## src/rtl/core/sha224_pkg.sv

```systemverilog
// ----------------------------------------------------------------------------
// SHA-224 package
// Shared constants, the command bundle and the SHA-2 round functions.
// ----------------------------------------------------------------------------
package sha224_pkg;

  localparam int ROUNDS_DEFAULT = 64;
  localparam int WORD_W         = 32;
  localparam int HASH_WORDS     = 8;
  localparam int DIGEST_WORDS   = 7;
  localparam int BLOCK_WORDS    = 16;
  localparam int NUM_K          = 64;

  localparam logic [3:0] LAST_BLOCK_WORD = 4'(BLOCK_WORDS - 1);
  localparam logic [2:0] LAST_DIGEST_IDX = 3'(DIGEST_WORDS - 1);

  typedef logic [WORD_W-1:0] word_t;

  typedef struct packed {
    logic       store;
    logic       reload;
    logic       load_vars;
    logic       step;
    logic       add;
    logic [2:0] emit_idx;
  } cmd_t;

  localparam word_t INITIAL_HASH [HASH_WORDS] = '{
    32'hc1059ed8, 32'h367cd507, 32'h3070dd17, 32'hf70e5939,
    32'hffc00b31, 32'h68581511, 32'h64f98fa7, 32'hbefa4fa4
  };

  localparam word_t ROUND_K [NUM_K] = '{
    32'h428a2f98, 32'h71374491, 32'hb5c0fbcf, 32'he9b5dba5,
    32'h3956c25b, 32'h59f111f1, 32'h923f82a4, 32'hab1c5ed5,
    32'hd807aa98, 32'h12835b01, 32'h243185be, 32'h550c7dc3,
    32'h72be5d74, 32'h80deb1fe, 32'h9bdc06a7, 32'hc19bf174,
    32'he49b69c1, 32'hefbe4786, 32'h0fc19dc6, 32'h240ca1cc,
    32'h2de92c6f, 32'h4a7484aa, 32'h5cb0a9dc, 32'h76f988da,
    32'h983e5152, 32'ha831c66d, 32'hb00327c8, 32'hbf597fc7,
    32'hc6e00bf3, 32'hd5a79147, 32'h06ca6351, 32'h14292967,
    32'h27b70a85, 32'h2e1b2138, 32'h4d2c6dfc, 32'h53380d13,
    32'h650a7354, 32'h766a0abb, 32'h81c2c92e, 32'h92722c85,
    32'ha2bfe8a1, 32'ha81a664b, 32'hc24b8b70, 32'hc76c51a3,
    32'hd192e819, 32'hd6990624, 32'hf40e3585, 32'h106aa070,
    32'h19a4c116, 32'h1e376c08, 32'h2748774c, 32'h34b0bcb5,
    32'h391c0cb3, 32'h4ed8aa4a, 32'h5b9cca4f, 32'h682e6ff3,
    32'h748f82ee, 32'h78a5636f, 32'h84c87814, 32'h8cc70208,
    32'h90befffa, 32'ha4506ceb, 32'hbef9a3f7, 32'hc67178f2
  };

  function automatic word_t big_sigma0(input word_t x);
    return {x[1:0], x[31:2]} ^ {x[12:0], x[31:13]} ^ {x[21:0], x[31:22]};
  endfunction

  function automatic word_t big_sigma1(input word_t x);
    return {x[5:0], x[31:6]} ^ {x[10:0], x[31:11]} ^ {x[24:0], x[31:25]};
  endfunction

  function automatic word_t small_sigma0(input word_t x);
    return {x[6:0], x[31:7]} ^ {x[17:0], x[31:18]} ^ {3'b000, x[31:3]};
  endfunction

  function automatic word_t small_sigma1(input word_t x);
    return {x[16:0], x[31:17]} ^ {x[18:0], x[31:19]} ^ {10'b0, x[31:10]};
  endfunction

  function automatic word_t choose(input word_t e, input word_t f, input word_t g);
    return (e & f) ^ (~e & g);
  endfunction

  function automatic word_t majority(input word_t a, input word_t b, input word_t c);
    return (a & b) ^ (a & c) ^ (b & c);
  endfunction

endpackage

```

## src/rtl/core/sha224_in_if.sv

```systemverilog
// ----------------------------------------------------------------------------
// SHA-224 message channel
// Carries one padded message word with its block flags per word.
// ----------------------------------------------------------------------------
interface sha224_in_if;
  logic        valid;
  logic        ready;
  logic [31:0] message_word;
  logic        new_message;
  logic        final_block;

  modport source (output valid, output message_word, output new_message,
                  output final_block, input ready);
  modport sink (input valid, input message_word, input new_message,
                input final_block, output ready);
endinterface

```

## src/rtl/core/sha224_out_if.sv

```systemverilog
// ----------------------------------------------------------------------------
// SHA-224 digest channel
// Carries one digest word with its position per word.
// ----------------------------------------------------------------------------
interface sha224_out_if;
  logic        valid;
  logic        ready;
  logic [31:0] digest_word;
  logic [2:0]  word_index;
  logic        last_word;

  modport source (output valid, output digest_word, output word_index,
                  output last_word, input ready);
  modport sink (input valid, input digest_word, input word_index,
                input last_word, output ready);
endinterface

```

## src/rtl/core/sha224_ctrl.sv

```systemverilog
// ----------------------------------------------------------------------------
// SHA-224 controller
// Counts message words, sequences the rounds, the hash update and the digest.
// ----------------------------------------------------------------------------
module sha224_ctrl
  import sha224_pkg::*;
#(
  parameter int ROUNDS  = ROUNDS_DEFAULT,
  parameter int ROUND_W = $clog2(ROUNDS)
) (
  input  logic               clk,
  input  logic               rst,
  input  logic               in_valid,
  input  logic               in_new,
  input  logic               in_final,
  output logic               in_ready,
  output logic               out_valid,
  input  logic               out_ready,
  output cmd_t               cmd,
  output logic [ROUND_W-1:0] rnd
);

  localparam logic [1:0] ST_IDLE  = 2'd0;
  localparam logic [1:0] ST_ROUND = 2'd1;
  localparam logic [1:0] ST_ADD   = 2'd2;
  localparam logic [1:0] ST_EMIT  = 2'd3;

  localparam logic [ROUND_W-1:0] LAST_ROUND = ROUND_W'(ROUNDS - 1);

  logic [1:0] state;
  logic [3:0] count;
  logic [2:0] emit_idx;
  logic       final_flag;
  logic       accept;
  logic       block_done;
  logic [3:0] count_eff;

  assign count_eff  = in_new ? 4'd0 : count;
  assign in_ready   = !rst && ((state == ST_IDLE) ||
                      ((state == ST_EMIT) && !in_new && (count != LAST_BLOCK_WORD)));
  assign accept     = in_valid && in_ready;
  assign block_done = accept && (count_eff == LAST_BLOCK_WORD);
  assign out_valid  = (state == ST_EMIT);

  always_comb begin
    cmd.store     = accept;
    cmd.reload    = accept && in_new;
    cmd.load_vars = block_done;
    cmd.step      = (state == ST_ROUND);
    cmd.add       = (state == ST_ADD);
    cmd.emit_idx  = emit_idx;
  end

  always_ff @(posedge clk) begin
    if (rst) begin
      state      <= ST_IDLE;
      count      <= 4'd0;
      rnd        <= '0;
      emit_idx   <= 3'd0;
      final_flag <= 1'b0;
    end else begin
      if (accept) begin
        count <= count_eff + 4'd1;
      end
      case (state)
        ST_IDLE: begin
          if (block_done) begin
            final_flag <= in_final;
            rnd        <= '0;
            state      <= ST_ROUND;
          end
        end
        ST_ROUND: begin
          rnd <= rnd + 1'b1;
          if (rnd == LAST_ROUND) begin
            state <= ST_ADD;
          end
        end
        ST_ADD: begin
          emit_idx <= 3'd0;
          state    <= final_flag ? ST_EMIT : ST_IDLE;
        end
        ST_EMIT: begin
          if (out_ready) begin
            emit_idx <= emit_idx + 3'd1;
            if (emit_idx == LAST_DIGEST_IDX) begin
              state <= ST_IDLE;
            end
          end
        end
        default: begin
          state <= ST_IDLE;
        end
      endcase
    end
  end

endmodule

```

## src/rtl/core/sha224_datapath.sv

```systemverilog
// ----------------------------------------------------------------------------
// SHA-224 datapath
// Schedule window, one compression round unit and the chaining hash.
// ----------------------------------------------------------------------------
module sha224_datapath
  import sha224_pkg::*;
#(
  parameter int ROUNDS  = ROUNDS_DEFAULT,
  parameter int ROUND_W = $clog2(ROUNDS)
) (
  input  logic               clk,
  input  logic               rst,
  input  cmd_t               cmd,
  input  logic [ROUND_W-1:0] rnd,
  input  word_t              message_word,
  output word_t              digest_word
);

  word_t window [BLOCK_WORDS];
  word_t vars   [HASH_WORDS];
  word_t hash   [HASH_WORDS];
  word_t sched_next;
  word_t t1;
  word_t t2;
  word_t shift_in;

  assign sched_next = small_sigma1(window[14]) + window[9] +
                      small_sigma0(window[1]) + window[0];
  assign t1 = vars[7] + big_sigma1(vars[4]) + choose(vars[4], vars[5], vars[6]) +
              ROUND_K[rnd] + window[0];
  assign t2 = big_sigma0(vars[0]) + majority(vars[0], vars[1], vars[2]);
  assign shift_in    = cmd.step ? sched_next : message_word;
  assign digest_word = hash[cmd.emit_idx];

  always_ff @(posedge clk) begin
    if (cmd.store || cmd.step) begin
      for (int i = 0; i < BLOCK_WORDS - 1; i++) begin
        window[i] <= window[i+1];
      end
      window[BLOCK_WORDS-1] <= shift_in;
    end
  end

  always_ff @(posedge clk) begin
    if (rst) begin
      for (int i = 0; i < HASH_WORDS; i++) begin
        vars[i] <= '0;
      end
    end else if (cmd.load_vars) begin
      for (int i = 0; i < HASH_WORDS; i++) begin
        vars[i] <= hash[i];
      end
    end else if (cmd.step) begin
      vars[7] <= vars[6];
      vars[6] <= vars[5];
      vars[5] <= vars[4];
      vars[4] <= vars[3] + t1;
      vars[3] <= vars[2];
      vars[2] <= vars[1];
      vars[1] <= vars[0];
      vars[0] <= t1 + t2;
    end
  end

  always_ff @(posedge clk) begin
    if (rst || cmd.reload) begin
      for (int i = 0; i < HASH_WORDS; i++) begin
        hash[i] <= INITIAL_HASH[i];
      end
    end else if (cmd.add) begin
      for (int i = 0; i < HASH_WORDS; i++) begin
        hash[i] <= hash[i] + vars[i];
      end
    end
  end

endmodule

```

## src/rtl/core/sha224_block_compressor.sv

```systemverilog
// The first digest word is valid after the rounds and the hash update of a final block.
// A block is taken as 16 words, then compressed through 64 rounds and one hash update
// by the single round unit; no message word is taken until compression is done.
// During digest output, words of a continuing block are taken, up to the fifteenth.
// Reset (synchronous) loads the initial hash, clears the word count and idles the controller.
// ----------------------------------------------------------------------------
// SHA-224 block compressor
// Compresses padded 16-word blocks and streams the seven-word digest.
// ----------------------------------------------------------------------------
module sha224_block_compressor
  import sha224_pkg::*;
#(
  parameter int ROUNDS = ROUNDS_DEFAULT
) (
  input logic          clk,
  input logic          rst,
  sha224_in_if.sink    msg,
  sha224_out_if.source digest
);

  localparam int ROUND_W = $clog2(ROUNDS);

  cmd_t               cmd;
  logic [ROUND_W-1:0] rnd;

  sha224_ctrl #(.ROUNDS(ROUNDS), .ROUND_W(ROUND_W)) u_ctrl (
    .clk       (clk),
    .rst       (rst),
    .in_valid  (msg.valid),
    .in_new    (msg.new_message),
    .in_final  (msg.final_block),
    .in_ready  (msg.ready),
    .out_valid (digest.valid),
    .out_ready (digest.ready),
    .cmd       (cmd),
    .rnd       (rnd)
  );

  sha224_datapath #(.ROUNDS(ROUNDS), .ROUND_W(ROUND_W)) u_datapath (
    .clk          (clk),
    .rst          (rst),
    .cmd          (cmd),
    .rnd          (rnd),
    .message_word (msg.message_word),
    .digest_word  (digest.digest_word)
  );

  assign digest.word_index = cmd.emit_idx;
  assign digest.last_word  = (cmd.emit_idx == LAST_DIGEST_IDX);

  assert property (@(posedge clk) disable iff (rst)
    digest.valid |-> !(msg.valid && msg.ready && msg.new_message))
    else $error("Hash reload accepted while the digest is being sent.");

  assert property (@(posedge clk) disable iff (rst)
    (digest.valid && digest.ready && digest.last_word) |=> !digest.valid)
    else $error("Digest output continued past its last word.");

  assert property (@(posedge clk) disable iff (rst)
    $rose(digest.valid) |-> (digest.word_index == 3'd0))
    else $error("Digest did not start at word zero.");

  assert property (@(posedge clk) disable iff (rst)
    (cmd.step || cmd.add) |-> !msg.ready)
    else $error("Message word taken during compression.");

endmodule

```

## src/flat_wrapper.sv

```systemverilog
// flat-port wrapper written by rule: the top's interface ports become plain ports
module sha224_block_compressor_flat import sha224_pkg::*;
#(
  parameter int ROUNDS = ROUNDS_DEFAULT
)
  (clk, rst, msg_valid, msg_message_word, msg_new_message, msg_final_block, msg_ready, digest_valid, digest_digest_word, digest_word_index, digest_last_word, digest_ready);
  sha224_in_if msg_i ();
  sha224_out_if digest_i ();
  input logic clk;
  input logic rst;
  input wire logic [$bits(msg_i.valid)-1:0] msg_valid;
  input wire logic [$bits(msg_i.message_word)-1:0] msg_message_word;
  input wire logic [$bits(msg_i.new_message)-1:0] msg_new_message;
  input wire logic [$bits(msg_i.final_block)-1:0] msg_final_block;
  output wire logic [$bits(msg_i.ready)-1:0] msg_ready;
  output wire logic [$bits(digest_i.valid)-1:0] digest_valid;
  output wire logic [$bits(digest_i.digest_word)-1:0] digest_digest_word;
  output wire logic [$bits(digest_i.word_index)-1:0] digest_word_index;
  output wire logic [$bits(digest_i.last_word)-1:0] digest_last_word;
  input wire logic [$bits(digest_i.ready)-1:0] digest_ready;
  assign msg_i.valid = msg_valid;
  assign msg_i.message_word = msg_message_word;
  assign msg_i.new_message = msg_new_message;
  assign msg_i.final_block = msg_final_block;
  assign msg_ready = msg_i.ready;
  assign digest_valid = digest_i.valid;
  assign digest_digest_word = digest_i.digest_word;
  assign digest_word_index = digest_i.word_index;
  assign digest_last_word = digest_i.last_word;
  assign digest_i.ready = digest_ready;
  sha224_block_compressor #(.ROUNDS(ROUNDS)) u_core (.clk(clk), .rst(rst), .msg(msg_i), .digest(digest_i));
endmodule
```

## config.mk

```make
export PLATFORM = sky130hd
export DESIGN_NAME = sha224_block_compressor_flat
export DESIGN_NICKNAME = d
export VERILOG_FILES = /design/src/rtl/core/sha224_pkg.sv /design/src/rtl/core/sha224_in_if.sv /design/src/rtl/core/sha224_out_if.sv /design/src/rtl/core/sha224_ctrl.sv /design/src/rtl/core/sha224_datapath.sv /design/src/rtl/core/sha224_block_compressor.sv /design/src/flat_wrapper.sv
export SDC_FILE = /design/constraint.sdc
export NUM_CORES = 2
export LEC_CHECK = 0
export BUFFER_PORTS_ARGS = -buffer_cell sky130_fd_sc_hd__buf_2
export CELL_PAD_IN_SITES_DETAIL_PLACEMENT = 0
export CELL_PAD_IN_SITES_GLOBAL_PLACEMENT = 2
export CORE_ASPECT_RATIO = 0.6
export CORE_MARGIN = 5
export CORE_UTILIZATION = 25
export CTS_BUF_LIST = sky130_fd_sc_hd__clkbuf_8
export DETAILED_ROUTE_END_ITERATION = 10
export MAX_ROUTING_LAYER = met4
export PLACE_DENSITY_LB_ADDON = 0.1
export SLEW_MARGIN = 0
export SYNTH_ARGS = -nofsm -noshare
export SYNTH_HDL_FRONTEND = slang
export SYNTH_SLANG_ARGS = --single-unit
export TNS_END_PERCENT = 5
```

## constraint.sdc

```tcl
create_clock -name clk -period 14.8 [get_ports clk]
set_input_delay 2.96 -clock clk [delete_from_list [all_inputs] [get_ports clk]]
set_output_delay 2.96 -clock clk [all_outputs]
set_load 0.03 [all_outputs]
```

Word-level counts from Yosys, hierarchy flattened --
Memories as Yosys holds them, arrays and structs flattened. A register that Yosys moved wholly into a read port is not among the register bits. Index checks and enable logic that the tools add are counted.
Word-level totals: memory bits (read-only) 2048, bits in registers 16, memory bits (writable) 1024, memories 4
Operators by class: order comparisons 1, bitwise logic cells 42, add/subtract/negate cells 21, reduce and logical (&&, ||, !) cells 18, muxes and demuxes 56, equal/unequal tests 11
Memory list:
- (name not given) | words 64, bits a word 32, read ports 1, clocked after memory_dff 0, wr ports 0, line sha224_datapath.sv:30 | ROUND_K[rnd] + window[0];
- u_core.u_datapath.window | words 16, bits a word 32, read ports 16, clocked after memory_dff 0, wr ports 16, line sha224_datapath.sv:19 | word_t window [BLOCK_WORDS];
- u_core.u_datapath.hash | words 8, bits a word 32, read ports 9, clocked after memory_dff 1, wr ports 8, line sha224_datapath.sv:21 | word_t hash [HASH_WORDS];
- u_core.u_datapath.vars | words 8, bits a word 32, read ports 8, clocked after memory_dff 0, wr ports 8, line sha224_datapath.sv:20 | word_t vars [HASH_WORDS];
Operators by type and width (count):
- $mux W32 | 27
- $add A32 B32 Y32 | 18
- $xor A32 B32 Y32 | 9
- $and A32 B32 Y32 | 5
- $not A32 Y32 | 1
- $xor A32 B22 Y32 | 1
- $xor A32 B29 Y32 | 1
- $or A1 B1 Y1 | 24
- $mux W1 | 16
- $pmux W6 S2 | 1
- $mux W2 | 5
- $mux W3 | 3
- $pmux W2 S4 | 1
- $ge A7 B7 Y1 const B | 1
- $not A6 Y7 | 1
- $add A6 B1 Y6 const B | 1
- $eq A6 B6 Y1 const B | 1
- $logic_and A1 B1 Y1 | 6
- $mux W6 | 1
- $ne A2 B1 Y1 const B | 3
- $pmux W3 S2 | 1
- $reduce_and A2 Y1 | 3
- $add A4 B1 Y4 const B | 1
- $eq A2 B2 Y1 const B | 2
- other kinds (12) | 16

Longest topological paths before layout --
depth after elaboration 12, gate-level depth with buffers 42, mapped depth without buffers 40

Hierarchy --
From an unflattened synthesis, not the netlist that was laid out.
Second synthesis, totals: cells, all modules 5773, area total of the unflattened synthesis 65301.4 um2
By module, submodules not included:
- sha224_datapath | area each 64360.5 um2, seq. area each 30108.9 um2, times used 1, cells an instance 5657
- sha224_ctrl | area each 932.1 um2, seq. area each 320.3 um2, times used 1, cells an instance 115
- sha224_block_compressor | area each 8.8 um2, seq. area each 0.0 um2, times used 1, cells an instance 1

Worst setup path before layout --
OpenSTA, ideal clock, no wires.
path kind input-to-reg, from in msg_new_message, to mem u_core.u_datapath.window[0][0] in the netlist's numbering (enable), stages on the path 5, setup time 0.901 ns, setup slack -0.722 ns, arrival time 14.621 ns, path buffers 0, cells stage by stage a41oi_1 a21oi_1 nor2_1 nand2_1 nand2_1
RTL lines:
- start, declared | line flat_wrapper.sv:13 | input wire logic [$bits(msg_i.new_message)-1:0] msg_new_message;
- end, declared | line sha224_datapath.sv:19

==> results_dict.tcl <==
set metrics [dict create \
    status "complete, no violations" \
    dp_slack_ns 3.488 \
    cts_max_path_buffers 4 \
    clk_pin_slew_ns 0.07 \
    drtAntennaViolNets 0 \
    power.internal_mw 5.848 \
    synth-seq-area-share_pct 46.86 \
    cp_max_fo 21 \
    rows 145 \
    combPwrFrac_pct 31.6 \
    r2r_cells 37 \
    ctsHtreeMaxLevel 4 \
    synth.most_common_cell "edfxtp_1" \
    syn2layout_area_growth_pct 12.72 \
    cpMostUsedCell "inv_1" \
    swShare_pct 36.03 \
    dpl.hpwl_mm 202.2 \
    synth-edff-count 960 \
    die_w_microns 668.6 \
    cts_tree "built" \
    required_ns 15.43 \
    skew_ns 0.09912 \
    clkSinkCount 1043 \
    peakVddDrop_mv 0.06794 \
    power.share.sequential_pct 37.4 \
    setup_violations 0 \
    vias 47086 \
    fin_ws_ns 3.237 \
    antenna_found_initial 14 \
    fill_cells 27069 \
    critPathKind "reg2reg" \
    slew_headroom_pct 8.156 \
    worst_pin_slew_ns 1.368 \
    ys_top_cells_by_count "edfxtp_1, nand2_1, nor2_1, ha_1, xnor2_1" \
    hold_viol 0 \
    yosys_warnings 0 \
    nets 6550 \
    p_leak_nw 27.04 \
    p_clk_share_pct 31.0 \
    worstSkewPairLatency_ns 0.95 \
    postCtsSetupRepairBufs 0 \
    cts_hold_buf 0 \
    drc 0 \
    ios 76 \
    die-area_sq_um 270900 \
    slowest_stage "dfxtp_1" \
    cts_buffers 193 \
    grt_pass1_vias 44703 \
    rsz0062_at_grt "no" \
    maxCapViolations 0 \
    synthesis.nets 6456 \
    synth_top_cell_area_share_pct 44.31 \
    cts_resized 0 \
    drv_slew 0 \
    end_kind "register" \
    drt_wl_total_mm 263.2 \
    drt-initial-drc-count 4345 \
    ys_seq_elements 1043 \
    cp_slowest_stage_delay_ns 0.98 \
    yosys.area.top_type "edfxtp_1" \
    setup_tns_ns 0 \
    synth_ff_type "edfxtp_1" \
    synthTopCellsByArea "edfxtp_1, ha_1, fa_1, xnor2_1, nand2_1" \
    dieHeight_microns 405.2 \
    first_pass_iters 5 \
    syn_area_per_cell_sq_um 11.16 \
    grt_pass1_wl_mm 364.9 \
    cts-root-buf "clkbuf_8" \
    drt-vias-per-instance 4.938 \
    synthCells 5830 \
    power_density_nw_per_um2 124.7 \
    layout-drive-gt1-share_pct 9.626 \
    min_path_type "reg2reg" \
    ys_async_sr_fraction_pct 0 \
    switching_power_mw 3.294 \
    track_usage_pct 19.47 \
    ys_types 90 \
    io_buffers 75 \
    arrival_ns 12.19 \
    core_sq_um 259600 \
    netlist_area_sq_um 65060 \
    start_kind "register" \
    gr-total-overflow 0 \
    hold_depth 0 \
    grt_max_degree 153 \
    routabilityCongestion 0.9138 \
    max_freq_mhz 86.48 \
    power_mw 9.142 \
    wl_per_cell_microns 27.60 \
    period_share_pct 78.13 \
    initial_core_util_pct 25.06 \
    min_period_ns 11.56 \
]
## cell usage in the layout (no fill, tap or decap), types with 72 or more instances in the layout
cell type,count
edfxtp_1,960
nand2_1,544
nor2_1,401
ha_1,393
inv_1,392
xnor2_1,367
a21oi_1,327
o21ai_0,326
xor2_1,202
clkbuf_8,199
fa_1,195
a21o_1,190
a22o_1,134
nor3_1,91
buf_4,88
a311oi_1,79
dfxtp_1,76
nand3_1,75
buf_2,74
nand2b_1,72
## cells by family (layout without fill, tap and decap cells)
kind of cell,count (synthesis),in the layout,synth area share [%]
adders and majority gates,591,591,13.60
DFF,1043,1043,46.86
buffers and inverters,598,845,3.450
and+or+nand+nor,1359,1359,9.189
xor gates and xnor gates,569,569,7.660
AOI/OAI and AO/OA,1526,1526,15.61
other,0,4,0
muxes,144,144,3.627
## worst paths after layout
kind | slack, ns | from | end
worst max-delay path | 3.24 | u_core.u_ctrl.rnd[1] | u_core.u_datapath.vars[0][29]
worst min-delay path | 0.39 | u_core.u_datapath.window[1][9] | u_core.u_datapath.window[0][233]
worst max register to register | 3.24 | u_core.u_ctrl.rnd[1] | u_core.u_datapath.vars[0][29]
worst min register to register | 0.39 | u_core.u_datapath.window[1][9] | u_core.u_datapath.window[0][233]
## registers in the layout (all words and copies together), names as in the netlist, named ones only
name,count
u_core.u_datapath.window,512
u_core.u_ctrl.state,2
u_core.u_datapath.hash,256
u_core.u_ctrl.count,4
u_core.u_ctrl.emit_idx,3
u_core.u_datapath.vars,256
u_core.u_ctrl.final_flag,1
u_core.u_ctrl.rnd,6
## worst max-delay path: cells and delay by family, from the launching register on
family                   cells  cell delay, ns
buffers and inverters        6            0.89
flip-flops                   1            0.98
AO/OA/AOI/OAI               17            4.77
adder cells (fa/ha/maj)      8            3.69
XOR/XNOR                     2            0.36
AND/OR/NAND/NOR              4            0.59
## through the flow
stage	utilization, %	instances	hold WS, ns	area, sq um
2_1_floorplan	-	5830	0.4003	65060
3_3_place_gp	26.83	9183	0.4003	69650
3_5_place_dp	26.83	9183	0.4045	69650
4_1_cts	28.24	9531	0.3847	73330
5_1_grt	28.24	9532	0.3978	73330
6_report	28.25	9535	0.3931	73340
## per-layer routing
metal  up-vias  GRT usage (%)  wire [microns]
li1      21583              -               -
met1     23919          33.25          152000
met2      1327          22.38           90190
met3       257          4.047           17460
met4         0          2.858            3584
met5         -              -               0
## power groups by stage
stage	registers, mW	clock network (mW)	logic, mW
after floorplan	3.45	0	2.02
after global placement	3.48	0	2.90
after detailed placement	3.48	0	2.86
after CTS	3.42	2.98	2.88
after global routing	3.43	3.09	3.19
final	3.42	2.83	2.89
## cell type report
type	count	area [sq um]	area share, %
inverter	330	1239	1.689
clock buffer	199	2739	3.735
antenna	4	10.01	0.01365
timing repair buffer	167	1131	1.542
multi-input combinational	4189	32440	44.24
clock inverter	149	939.7	1.281
tap	3454	4322	5.893
sequential	1043	30510	41.60
No activity file was read; power rests on OpenSTA's default activity.
